### config.mk
export PLATFORM = sky130hd
export DESIGN_NAME = stream_prefetch_slot_table_flat
export DESIGN_NICKNAME = d
export VERILOG_FILES = /design/src/design/sps_pkg.sv /design/src/design/sps_req_if.sv /design/src/design/sps_rsp_if.sv /design/src/design/stream_prefetch_slot_table.sv /design/src/design/sps_slot_check.sv /design/src/flat_wrapper.sv
export VERILOG_INCLUDE_DIRS = /design/src /design/src/design
export SDC_FILE = /design/constraint.sdc
export NUM_CORES = 1
export LEC_CHECK = 0
export BUFFER_PORTS_ARGS = -buffer_cell sky130_fd_sc_hd__buf_2
export CAP_MARGIN = 20
export CORE_MARGIN = 3
export CORE_UTILIZATION = 24
export CTS_CLUSTER_DIAMETER = 200
export DETAILED_ROUTE_END_ITERATION = 12
export HOLD_SLACK_MARGIN = 0.03
export SYNTH_ARGS = -nofsm -noshare
export SYNTH_HDL_FRONTEND = slang
export SYNTH_HIERARCHICAL = 1
export SYNTH_SLANG_ARGS = --single-unit
### constraint.sdc
create_clock -name clk -period 8.41 [get_ports clk]
set_clock_uncertainty 0.1 [all_clocks]
set_input_delay 1.2615 -clock clk [delete_from_list [all_inputs] [get_ports clk]]
set_output_delay 1.2615 -clock clk [all_outputs]
set_load 0.05 [all_outputs]
### src/design/stream_prefetch_slot_table_defines.svh
// Assertion macros of the stream prefetch slot table design.
`ifndef STREAM_PREFETCH_SLOT_TABLE_DEFINES_SVH
`define STREAM_PREFETCH_SLOT_TABLE_DEFINES_SVH
`ifndef SYNTHESIS
// Concurrent check on every clock, off while in reset
`define SPS_ASSERT(lbl, prop, msg) \
	lbl: assert property (@(posedge clk) disable iff (!arst_n) (prop)) else $error(msg);
// Condition in one cycle implies a condition in the next cycle
`define SPS_ASSERT_NEXT(lbl, pre, post, msg) \
	lbl: assert property (@(posedge clk) disable iff (!arst_n) (pre) |=> (post)) else $error(msg);
`else
`define SPS_ASSERT(lbl, prop, msg)
`define SPS_ASSERT_NEXT(lbl, pre, post, msg)
`endif
`endif

### src/design/sps_pkg.sv
// Types and codes of the stream prefetch slot table.
package sps_pkg;

	typedef logic [31:0] pos_t;
	typedef logic [23:0] len_t;
	typedef logic [2:0]  cmd_t;
	typedef logic [1:0]  sstate_t;
	typedef logic [1:0]  rstat_t;

	// command codes
	localparam cmd_t CMD_REQUEST   = 3'd0;
	localparam cmd_t CMD_LOAD_NEXT = 3'd1;
	localparam cmd_t CMD_GET       = 3'd2;
	localparam cmd_t CMD_FLUSH     = 3'd3;
	localparam cmd_t CMD_FLUSH_ALL = 3'd4;
	localparam cmd_t CMD_STATUS    = 3'd5;

	// slot states
	localparam sstate_t SL_FREE   = 2'd0;
	localparam sstate_t SL_WAIT   = 2'd1;
	localparam sstate_t SL_LOADED = 2'd2;

	// result status codes
	localparam rstat_t RS_OK       = 2'd0;
	localparam rstat_t RS_REJECT   = 2'd1;
	localparam rstat_t RS_NO_FREE  = 2'd2;
	localparam rstat_t RS_NO_MATCH = 2'd3;

	localparam len_t MAX_SIZE_RESET = 24'd65536;

	// outcome of checking one slot against the current command
	typedef struct packed {
		logic hit;
		len_t offset;
		len_t remain;
	} chk_t;

endpackage

### src/design/sps_req_if.sv
// Command channel of the stream prefetch slot table.
interface sps_req_if;
	import sps_pkg::*;
	logic  valid;
	logic  ready;
	cmd_t  cmd;
	pos_t  position;
	len_t  size;
	logic [2:0] slot_index;

	modport source(output valid, cmd, position, size, slot_index, input ready);
	modport sink(input valid, cmd, position, size, slot_index, output ready);
endinterface

### src/design/sps_rsp_if.sv
// Result channel of the stream prefetch slot table.
interface sps_rsp_if;
	import sps_pkg::*;
	logic   valid;
	logic   ready;
	rstat_t status;
	logic [2:0] slot;
	len_t   offset;
	len_t   length;
	pos_t   position_out;
	logic   clamped;

	modport source(output valid, status, slot, offset, length, position_out, clamped,
		input ready);
	modport sink(input valid, status, slot, offset, length, position_out, clamped,
		output ready);
endinterface

### src/design/stream_prefetch_slot_table.sv
// Stream prefetch slot table: top level with slot store and scan sequencer.
//
// Usage: commands enter on the req channel (valid/ready), one result per
// command leaves on the rsp channel (valid/ready). The size limit is set by
// a write on cfg_we/cfg_wdata while the block is idle.
// One command at a time: req.ready is high only when no command is in work
// and no result is pending.
// Path from accept to result valid:
//   rejected arguments, unknown code, flush_all: straight to the result;
//   status: reads just the asked slot;
//   request, load_next: scan that stops at the first match;
//   get: stops at the first match, then a final step; flush: every slot.
// The scan visits one slot per cycle through the single read port of the
// slot store and one shared compare unit.
// Reset: every slot free, size limit 65536; the slot store itself needs no
// clearing, since free slots are never read for their contents.
// A stalled receiver holds the result on rsp; no new command is taken until
// it is accepted.
`include "stream_prefetch_slot_table_defines.svh"
module stream_prefetch_slot_table #(
	parameter int SLOTS = 8
) (
	input  logic          clk,
	input  logic          arst_n,
	input  logic          cfg_we,
	input  sps_pkg::len_t cfg_wdata,
	sps_req_if.sink       req,
	sps_rsp_if.source     rsp
);
	import sps_pkg::*;

	localparam int IDX_W = (SLOTS > 1) ? $clog2(SLOTS) : 1;
	localparam int CNT_W = $clog2(SLOTS + 1);

	typedef enum logic [3:0] {
		S_IDLE = 4'b0001,
		S_SCAN = 4'b0010,
		S_FIN  = 4'b0100,
		S_RESP = 4'b1000
	} fsm_t;

	fsm_t             state_q;
	cmd_t             cmd_q;
	pos_t             pos_q;
	len_t             size_q;
	logic             clamped_q;
	len_t             max_q;
	logic             found_q;
	sstate_t          slot_st_q [SLOTS];
	pos_t             pos_mem [SLOTS];
	len_t             size_mem [SLOTS];
	logic [CNT_W-1:0] scan_q;
	logic             chk_vld_s1;
	logic [IDX_W-1:0] chk_idx_s1;
	pos_t             rd_pos_s1;
	len_t             rd_size_s1;

	rstat_t     res_status_q;
	logic [2:0] res_slot_q;
	len_t       res_offset_q;
	len_t       res_length_q;
	pos_t       res_pos_q;
	logic       res_clamped_q;

	chk_t chk;
	logic rd_en;
	logic stop_hit;
	logic finish;
	logic acc_reject;

	// handshake and result outputs
	assign req.ready        = (state_q == S_IDLE);
	assign rsp.valid        = (state_q == S_RESP);
	assign rsp.status       = res_status_q;
	assign rsp.slot         = res_slot_q;
	assign rsp.offset       = res_offset_q;
	assign rsp.length       = res_length_q;
	assign rsp.position_out = res_pos_q;
	assign rsp.clamped      = res_clamped_q;

	sps_slot_check u_check (
		.cmd       (cmd_q),
		.position  (pos_q),
		.st        (slot_st_q[chk_idx_s1]),
		.slot_pos  (rd_pos_s1),
		.slot_size (rd_size_s1),
		.res       (chk)
	);

	// argument check of the offered command
	always_comb begin
		case (req.cmd)
			CMD_REQUEST:   acc_reject = (req.size == '0) || (req.position == '0) ||
				(req.position == '1);
			CMD_LOAD_NEXT: acc_reject = 1'b0;
			CMD_GET:       acc_reject = (req.position == '0);
			CMD_FLUSH:     acc_reject = (req.position == '0) || (req.position == '1);
			CMD_FLUSH_ALL: acc_reject = 1'b0;
			CMD_STATUS:    acc_reject = (32'(req.slot_index) >= SLOTS);
			default:       acc_reject = 1'b1;
		endcase
	end

	// scan control: read one slot per cycle, check it in the cycle after
	always_comb begin
		stop_hit = chk_vld_s1 && chk.hit && (cmd_q != CMD_FLUSH);
		finish   = stop_hit || (chk_vld_s1 && ((chk_idx_s1 == IDX_W'(SLOTS - 1)) ||
			(cmd_q == CMD_STATUS)));
		rd_en    = (state_q == S_SCAN) && (scan_q < CNT_W'(SLOTS)) && !finish;
	end

	// size limit register
	always_ff @(posedge clk or negedge arst_n) begin
		if (!arst_n) begin
			max_q <= MAX_SIZE_RESET;
		end else if (cfg_we) begin
			max_q <= cfg_wdata;
		end
	end

	// slot store: written by request, read by the scan
	always_ff @(posedge clk) begin
		if (state_q == S_SCAN && stop_hit && cmd_q == CMD_REQUEST) begin
			pos_mem[chk_idx_s1]  <= pos_q;
			size_mem[chk_idx_s1] <= size_q;
		end
		if (rd_en) begin
			rd_pos_s1  <= pos_mem[scan_q[IDX_W-1:0]];
			rd_size_s1 <= size_mem[scan_q[IDX_W-1:0]];
		end
	end

	// command latch (payload)
	always_ff @(posedge clk) begin
		if (state_q == S_IDLE && req.valid) begin
			cmd_q <= req.cmd;
			pos_q <= req.position;
			if (req.cmd == CMD_REQUEST && req.size > max_q) begin
				size_q    <= max_q;
				clamped_q <= 1'b1;
			end else begin
				size_q    <= req.size;
				clamped_q <= 1'b0;
			end
		end
	end

	// sequencer, slot states and result registers
	always_ff @(posedge clk or negedge arst_n) begin
		if (!arst_n) begin
			state_q       <= S_IDLE;
			scan_q        <= '0;
			chk_vld_s1    <= 1'b0;
			chk_idx_s1    <= '0;
			found_q       <= 1'b0;
			res_status_q  <= RS_OK;
			res_slot_q    <= '0;
			res_offset_q  <= '0;
			res_length_q  <= '0;
			res_pos_q     <= '0;
			res_clamped_q <= 1'b0;
			for (int i = 0; i < SLOTS; i++) begin
				slot_st_q[i] <= SL_FREE;
			end
		end else begin
			case (state_q)
				S_IDLE: begin
					chk_vld_s1 <= 1'b0;
					found_q    <= 1'b0;
					// status reads just the asked slot
					scan_q     <= (req.cmd == CMD_STATUS && !acc_reject) ?
						CNT_W'(req.slot_index) : '0;
					if (req.valid) begin
						res_status_q  <= acc_reject ? RS_REJECT : RS_OK;
						res_slot_q    <= (req.cmd == CMD_STATUS) ? req.slot_index : 3'd0;
						res_offset_q  <= '0;
						res_length_q  <= '0;
						res_pos_q     <= '0;
						res_clamped_q <= 1'b0;
						if (acc_reject) begin
							state_q <= S_RESP;
						end else if (req.cmd == CMD_FLUSH_ALL) begin
							for (int i = 0; i < SLOTS; i++) begin
								slot_st_q[i] <= SL_FREE;
							end
							state_q <= S_RESP;
						end else begin
							state_q <= S_SCAN;
						end
					end
				end
				S_SCAN: begin
					chk_vld_s1 <= rd_en;
					chk_idx_s1 <= scan_q[IDX_W-1:0];
					if (rd_en) begin
						scan_q <= scan_q + CNT_W'(1);
					end
					// act on a matching slot
					if (chk_vld_s1 && chk.hit) begin
						case (cmd_q)
							CMD_REQUEST: begin
								slot_st_q[chk_idx_s1] <= SL_WAIT;
								res_slot_q    <= 3'(chk_idx_s1);
								res_length_q  <= size_q;
								res_clamped_q <= clamped_q;
							end
							CMD_LOAD_NEXT: begin
								slot_st_q[chk_idx_s1] <= SL_LOADED;
								res_slot_q   <= 3'(chk_idx_s1);
								res_length_q <= rd_size_s1;
								res_pos_q    <= rd_pos_s1;
							end
							CMD_GET: begin
								slot_st_q[chk_idx_s1] <= SL_FREE;
								res_slot_q   <= 3'(chk_idx_s1);
								res_offset_q <= chk.offset;
								res_length_q <= chk.remain;
							end
							CMD_FLUSH: begin
								slot_st_q[chk_idx_s1] <= SL_FREE;
								found_q <= 1'b1;
								if (!found_q) begin
									res_slot_q <= 3'(chk_idx_s1);
								end
							end
							CMD_STATUS: begin
								res_pos_q <= rd_pos_s1;
							end
							default: begin
							end
						endcase
					end
					// end of scan: failure codes and next state
					if (finish) begin
						if (!stop_hit) begin
							case (cmd_q)
								CMD_REQUEST: res_status_q <= RS_NO_FREE;
								CMD_LOAD_NEXT, CMD_GET: res_status_q <= RS_NO_MATCH;
								CMD_FLUSH: begin
									if (!(found_q || chk.hit)) begin
										res_status_q <= RS_NO_MATCH;
									end
								end
								default: begin
								end
							endcase
						end
						state_q <= (stop_hit && cmd_q == CMD_GET) ? S_FIN : S_RESP;
					end
				end
				S_FIN: begin
					// get grants min(requested, remaining)
					if (size_q < res_length_q) begin
						res_length_q <= size_q;
					end
					state_q <= S_RESP;
				end
				S_RESP: begin
					if (rsp.ready) begin
						state_q <= S_IDLE;
					end
				end
				default: begin
					state_q <= S_IDLE;
				end
			endcase
		end
	end

	`SPS_ASSERT_NEXT(a_busy_after_accept, req.valid && req.ready, !req.ready, "ready after accept")
	`SPS_ASSERT(a_check_in_scan, !chk_vld_s1 || (state_q == S_SCAN), "check outside scan")
	`SPS_ASSERT(a_scan_bound, scan_q <= CNT_W'(SLOTS), "scan index past table")
	`SPS_ASSERT_NEXT(a_fin_to_resp, state_q == S_FIN, rsp.valid, "get result not presented")

endmodule

### src/design/sps_slot_check.sv
// Shared per-slot compare unit: decides whether one slot matches the command.
module sps_slot_check (
	input  sps_pkg::cmd_t    cmd,
	input  sps_pkg::pos_t    position,
	input  sps_pkg::sstate_t st,
	input  sps_pkg::pos_t    slot_pos,
	input  sps_pkg::len_t    slot_size,
	output sps_pkg::chk_t    res
);
	import sps_pkg::*;

	logic [32:0] diff;
	logic        in_range;

	// position relative to slot start; range end is inclusive, no wrap
	always_comb begin
		diff     = {1'b0, position} - {1'b0, slot_pos};
		in_range = !diff[32] && (diff[31:24] == 8'd0) && (diff[23:0] <= slot_size);
		res.offset = diff[23:0];
		res.remain = slot_size - diff[23:0];
		case (cmd)
			CMD_REQUEST:   res.hit = (st == SL_FREE);
			CMD_LOAD_NEXT: res.hit = (st == SL_WAIT);
			CMD_GET:       res.hit = (st == SL_LOADED) && in_range;
			CMD_FLUSH:     res.hit = (st != SL_FREE) && (slot_pos == position);
			CMD_STATUS:    res.hit = (st == SL_LOADED);
			default:       res.hit = 1'b0;
		endcase
	end
endmodule

### src/flat_wrapper.sv
// flat-port wrapper written by rule: the top's interface ports become plain ports
module stream_prefetch_slot_table_flat import sps_pkg::*;
#(
	parameter int SLOTS = 8
)
  (clk, arst_n, cfg_we, cfg_wdata, req_valid, req_cmd, req_position, req_size, req_slot_index, req_ready, rsp_valid, rsp_status, rsp_slot, rsp_offset, rsp_length, rsp_position_out, rsp_clamped, rsp_ready);
  sps_req_if req_i ();
  sps_rsp_if rsp_i ();
  input  logic clk;
  input  logic arst_n;
  input  logic cfg_we;
  input  sps_pkg::len_t cfg_wdata;
  input wire logic [$bits(req_i.valid)-1:0] req_valid;
  input wire logic [$bits(req_i.cmd)-1:0] req_cmd;
  input wire logic [$bits(req_i.position)-1:0] req_position;
  input wire logic [$bits(req_i.size)-1:0] req_size;
  input wire logic [$bits(req_i.slot_index)-1:0] req_slot_index;
  output wire logic [$bits(req_i.ready)-1:0] req_ready;
  output wire logic [$bits(rsp_i.valid)-1:0] rsp_valid;
  output wire logic [$bits(rsp_i.status)-1:0] rsp_status;
  output wire logic [$bits(rsp_i.slot)-1:0] rsp_slot;
  output wire logic [$bits(rsp_i.offset)-1:0] rsp_offset;
  output wire logic [$bits(rsp_i.length)-1:0] rsp_length;
  output wire logic [$bits(rsp_i.position_out)-1:0] rsp_position_out;
  output wire logic [$bits(rsp_i.clamped)-1:0] rsp_clamped;
  input wire logic [$bits(rsp_i.ready)-1:0] rsp_ready;
  assign req_i.valid = req_valid;
  assign req_i.cmd = req_cmd;
  assign req_i.position = req_position;
  assign req_i.size = req_size;
  assign req_i.slot_index = req_slot_index;
  assign req_ready = req_i.ready;
  assign rsp_valid = rsp_i.valid;
  assign rsp_status = rsp_i.status;
  assign rsp_slot = rsp_i.slot;
  assign rsp_offset = rsp_i.offset;
  assign rsp_length = rsp_i.length;
  assign rsp_position_out = rsp_i.position_out;
  assign rsp_clamped = rsp_i.clamped;
  assign rsp_i.ready = rsp_ready;
  stream_prefetch_slot_table #(.SLOTS(SLOTS)) u_core (.clk(clk), .arst_n(arst_n), .cfg_we(cfg_we), .cfg_wdata(cfg_wdata), .req(req_i), .rsp(rsp_i));
endmodule
* After elaboration in Yosys (flattened, before gate mapping) *
Memories as Yosys holds them, arrays and structs flattened. A register that Yosys moved wholly into a read port is not among the register bits.
Cells that the tools add are included.

word-level totals
  bits in registers = 199
  bits in writable memories = 448
  bits of input ports = 91
  output and inout bits = 88
  logic and storage cells = 191
  memories = 2

operators by class
  add/sub/neg operators = 3
  $lt $le $gt $ge = 6
  equal/unequal tests = 38
  mux-type cells = 60
  bitwise logic cells = 9
  reductions and logical operators = 49

memories
  memory           depth  width  rd ports  clocked after Yosys merged registers in  write ports  line                              RTL
  u_core.pos_mem   8      32     1         1                                        1            stream_prefetch_slot_table.sv:50  pos_t pos_mem [SLOTS];
  u_core.size_mem  8      24     1         1                                        1            stream_prefetch_slot_table.sv:51  len_t size_mem [SLOTS];

operator list
  cell                                            number
  24-bit 2-to-1 mux                               6
  24-bit case mux with 3 select lines             2
  32-bit 2-to-1 mux                               3
  16-bit 2-to-1 mux                               4
  32-bit case mux with 2 select lines             1
  16-bit case mux with 3 select lines             1
  24-bit case mux with 2 select lines             1
  32-bit by 32-bit subtractor with 33-bit output  1
  32-bit equality test                            1
  32-bit equality test, second input constant     1
  32-bit logical NOT                              1
  16-bit case mux with 2 select lines             1
  4-bit 2-to-1 mux                                7
  24-bit > comparator                             1
  24-bit less-or-equal comparator                 1
  24-bit logical NOT                              1
  24-bit less-than comparator                     1
  24-bit subtractor                               1
  16-bit bitwise AND                              1
  8-bit bitwise AND                               2
  1-bit logical AND                               16
  16-bit NOT                                      1
  8-bit NOT                                       2
  8-bit bitwise OR                                2
  other kinds (46)                                106

* Depth between registers and ports, before layout *
  depth in word-level cells = 14
  mapped depth = 29
  depth with buffers taken out = 27

* By module *
The synthesis kept the hierarchy.

modules (own cells, without submodules)
  module                      instances  cells each  area each (sq um)
  stream_prefetch_slot_table  1          1770        28303.4
  sps_slot_check              1          480         3326.9

* Worst setup path before layout *
Ideal clock, no wire load.

  kind = register -> register
  from = register u_core.pos_q[2]
  to = register u_core.scan_q[0]
  library setup time = 0.128 ns
  data arrival time = 7.729 ns
  required time = 8.182 ns
  path slack = 0.453 ns
  stages on the path, launching flop included = 24
  buffers on the path = 0
  cell sequence = edfxtp_1 ha_1 a21oi_2 a211oi_1 or3_1 a21oi_1 o21bai_1 a21o_1 xor2_1 inv_1 ha_1 and4_4 a2111oi_0 o21ai_1 o31ai_1 o21bai_1 o2111ai_1 a311oi_1 and4b_1 a31o_1 a221o_1 a211oi_2 nor2_1 mux2_1

RTL lines
  what                    line                               RTL
  start, declared         stream_prefetch_slot_table.sv:44   pos_t pos_q;
  start signal, assigned  stream_prefetch_slot_table.sv:137  pos_q <= req.position;
  end signal, assigned    stream_prefetch_slot_table.sv:171  scan_q <= (req.cmd == CMD_STATUS && !acc_reject) ?
  end signal, assigned    stream_prefetch_slot_table.sv:196  scan_q <= scan_q + CNT_W'(1);
  end, declared           stream_prefetch_slot_table.sv:52   logic [CNT_W-1:0] scan_q;

==> impl_metrics.toml <==
[grt]
first_global_vias = 18890
grt_max_degree = 65
grt_overflow_total = 0
grt_use_total_pct = 12.76
antenna_found_initial = 11
grt_first_pass_wirelength_um = 129000

[pwr]
power_frac_clock_pct = 27.4
p_leak_nw = 13.52
irDropWorstVdd_mv = 0.1824
switching_share_pct = 36.76
switchingPower_w = 0.004450
p_int_w = 0.007656
power_frac_seq_pct = 38.6
p_per_area_mw_per_mm2 = 326.8
pwr-share-comb_pct = 33.9
power_w = 0.01211

[setup_path]
criticalPathCategory = "flop to flop"
critPathLaunch = "u_core/pos_q[2]"
cp_slowest_cell = "a41oi_4"
crit_path_start_kind = "flop"
cp_data_required_time_ns = 8.85
slowest_delay_ns = 0.71
reg2reg_to = "u_core/rsp.length[17]"
r2r_slack_ns = 1.02
ff2ff_path_depth = 26
cp.depth = 26
path_max_fanout = 16
end_kind = "flop"
crit_family = "compound AO/OA/AOI/OAI gates"
critPathBufInv = 2
arrival_ns = 7.83
r2r_start = "u_core/pos_q[2]"

[placement]
hpwlAfterDp_um = 60390
placed_cell_area_mm2 = 0.03461
portBuffers = 178
place_congestion = 0.9060

[sta]
min_period_ns = 7.387
whs_ns = 0.3802
setup-tns-final_ns = 0
slew_headroom_pct = 29.76
tightest_slew_ns = 1.054
hold_violations = 0
setup_viol = 0
drv_slew = 0
grt_setup_unrepaired = "false"
fin_crit_sh_pct = 87.83
fmax_mhz = 135.4

[die]
die_area_mm2 = 0.1362
die_h_um = 369.0
core-area_mm2 = 0.1301
start_util_pct = 24.30
num_rows = 132
num_io_pins = 179
die_w_um = 369.0

[drt]
routed_wl_um = 89180
wire_per_inst_um = 21.03
viasPerCell = 4.660
vias = 19760
drt_iter0_drc = 2141
drc = 0
drtPass1Iterations = 5
ant_nets = 0

[worst_hold_path]
holdPathEnd = "u_core/rsp.position_out[10]"
hp-start = "u_core/rsp.position_out[10]"
hold_depth = 2
hold_path.class = "flop to flop"

[synthesis]
synth_nets = 2446
syn_inst = 2250
yosys_most_used_dff = "edfxtp_1"
synth_seq_cells = 703
postSynth.asyncResetShare_pct = 19.77
netlist_area_mm2 = 0.03163
netlist-cell-type-count = 102
synth_edf_count = 564
yosysWarnings = 6
syn_avg_cell_area_um2 = 14.06
synth.yosys.seq_area_share_pct = 64.55

[final_layout]
drive_above_1_share_pct = 19.93
synthToLayoutAreaGrowth_pct = 17.13
final_cell_area_mm2 = 0.03705
utilization_pct = 28.47
fin_nets = 2633

[clock_tree]
clk_pin_slew_worst_paths_ns = 0.06
htree_num_levels = 3
postCtsHoldBufs = 0
root_buffer = "clkbuf_16"
post_cts_buffers = 0
cts_tree = "built"
cts_buffers = 70
cts_buffer_depth = 3
clkLatencyLatePin_ns = 0.63
clock_sinks = 703
ctsResizeCount = 0

[status]
status = "finished clean"

[flow_run]
max-cap-violations = 0
==> cell usage in the layout (no fill, tap or decap), types with 15 or more instances in the layout <==
master     netlist  routed
edfxtp_1       564     564
nand2_1        349     349
buf_2           26     177
dfrtp_1        137     134
inv_1          129     128
mux4_2         112     112
ha_1           103     103
a21oi_1         94      94
nor2_1          86      86
o21ai_0         74      74
clkbuf_16        0      71
o21ai_1         54      54
a21o_1          34      34
a22oi_1         31      31
buf_4            3      31
xnor2_1         30      30
mux2i_1         27      27
nand4_1         23      23
nor4_1          21      21
nor3_1          21      20
mux2_1          20      20
nand3_1         17      17
xor2_1          15      15
==> synth_stat cells, types with 20 or more instances <==
library cell  count  area, µm²
a21o_1           34      255.2
a21oi_1          94      470.5
a22oi_1          31      232.7
buf_2            26      130.1
clkbuf_1         58      217.7
dfrtp_1         137       3428
edfxtp_1        564      16940
ha_1            103       1289
inv_1           129      484.2
mux2_1           20      225.2
mux2i_1          27      270.3
mux4_2          112       2522
nand2_1         349       1310
nand4_1          23      143.9
nor2_1           86      322.8
nor3_1           21      105.1
nor4_1           21      131.4
o21ai_0          74      370.4
o21ai_1          54      270.3
xnor2_1          30      262.8
==> routing by layer <==
metal	track usage (%)	part of all wire [%]	wire length [µm]
met5	0	0.040	36
met3	4.086	11	9824
met4	2.483	1.5	1335
met2	18.28	42	37540
met1	18.79	45	40440
==> tightest hold or removal path, stage by stage (launching register included) <==
cell     delay, ns
dfrtp_1       0.34
nand2_1       0.05
o21ai_1       0.06
==> final cells by class <==
type,count,area [µm²]
well taps,1742,2180
multi-input cells,1318,10280
inverters,130,489.2
repair buffers,214,1230
flip-flops and latches,703,20430
clock buffers,84,1856
clock inverters,45,574.3
fillers,13320,93100
diodes,4,10.01
==> worst max-delay path by stage <==
stage | endpoint | slack (ns)
finish | u_core/rsp.length[17] | 1.02
global route | u_core/rsp.length[18] | 0.51
CTS | u_core/rsp.length[17] | 1.13
detailed placement | u_core/rsp.length[17] | 1.19
global placement | u_core/rsp.length[21] | 1.40
floorplan | u_core/scan_q[0] | 0.45
==> through the flow <==
step / setup slack (ns) / std cells
2_1_floorplan: 0.4533 / 2250
3_3_place_gp: 1.405 / 4107
3_5_place_dp: 1.193 / 4107
4_1_cts: 1.127 / 4236
5_1_grt: 0.5094 / 4237
6_report: 1.023 / 4240
==> logic make-up (layout without fill, tap and decap cells) <==
family,after synthesis,count (layout),share of synthesized area (%)
adder cells (fa/ha/maj),107,107,4.268
multiplexers,166,166,9.802
flip-flops,703,703,64.55
buffers and inverters,229,473,3.038
AND/OR/NAND/NOR,601,601,8.718
XOR/XNOR,47,47,1.404
AO/OA/AOI/OAI,397,397,8.220
other,0,4,0
==> power by group through the flow <==
stage | Clock [W] | Sequential [W] | Combinational, W
after global routing | 0.00353 | 0.00473 | 0.00444
after floorplan | 0 | 0.00483 | 0.00271
final | 0.00332 | 0.00468 | 0.00411
after detailed placement | 0 | 0.00475 | 0.00405
after CTS | 0.00339 | 0.00468 | 0.00408
after global placement | 0 | 0.00475 | 0.00407
==> registers in the layout, summed over array words and instances (netlist names), 4 cells and up <==
name                     flops
u_core/pos_mem             256
u_core/size_mem            192
u_core/rsp.offset           24
u_core/state_q               4
u_core/rsp.position_out     32
u_core/max_q                24
u_core/size_q               24
u_core/scan_q                4
u_core/pos_q                32
u_core/slot_st_q            16
u_core/rd_pos_s1            32
u_core/rsp.length           24
u_core/rd_size_s1           24
No activity file was read; power rests on OpenSTA's default activity.
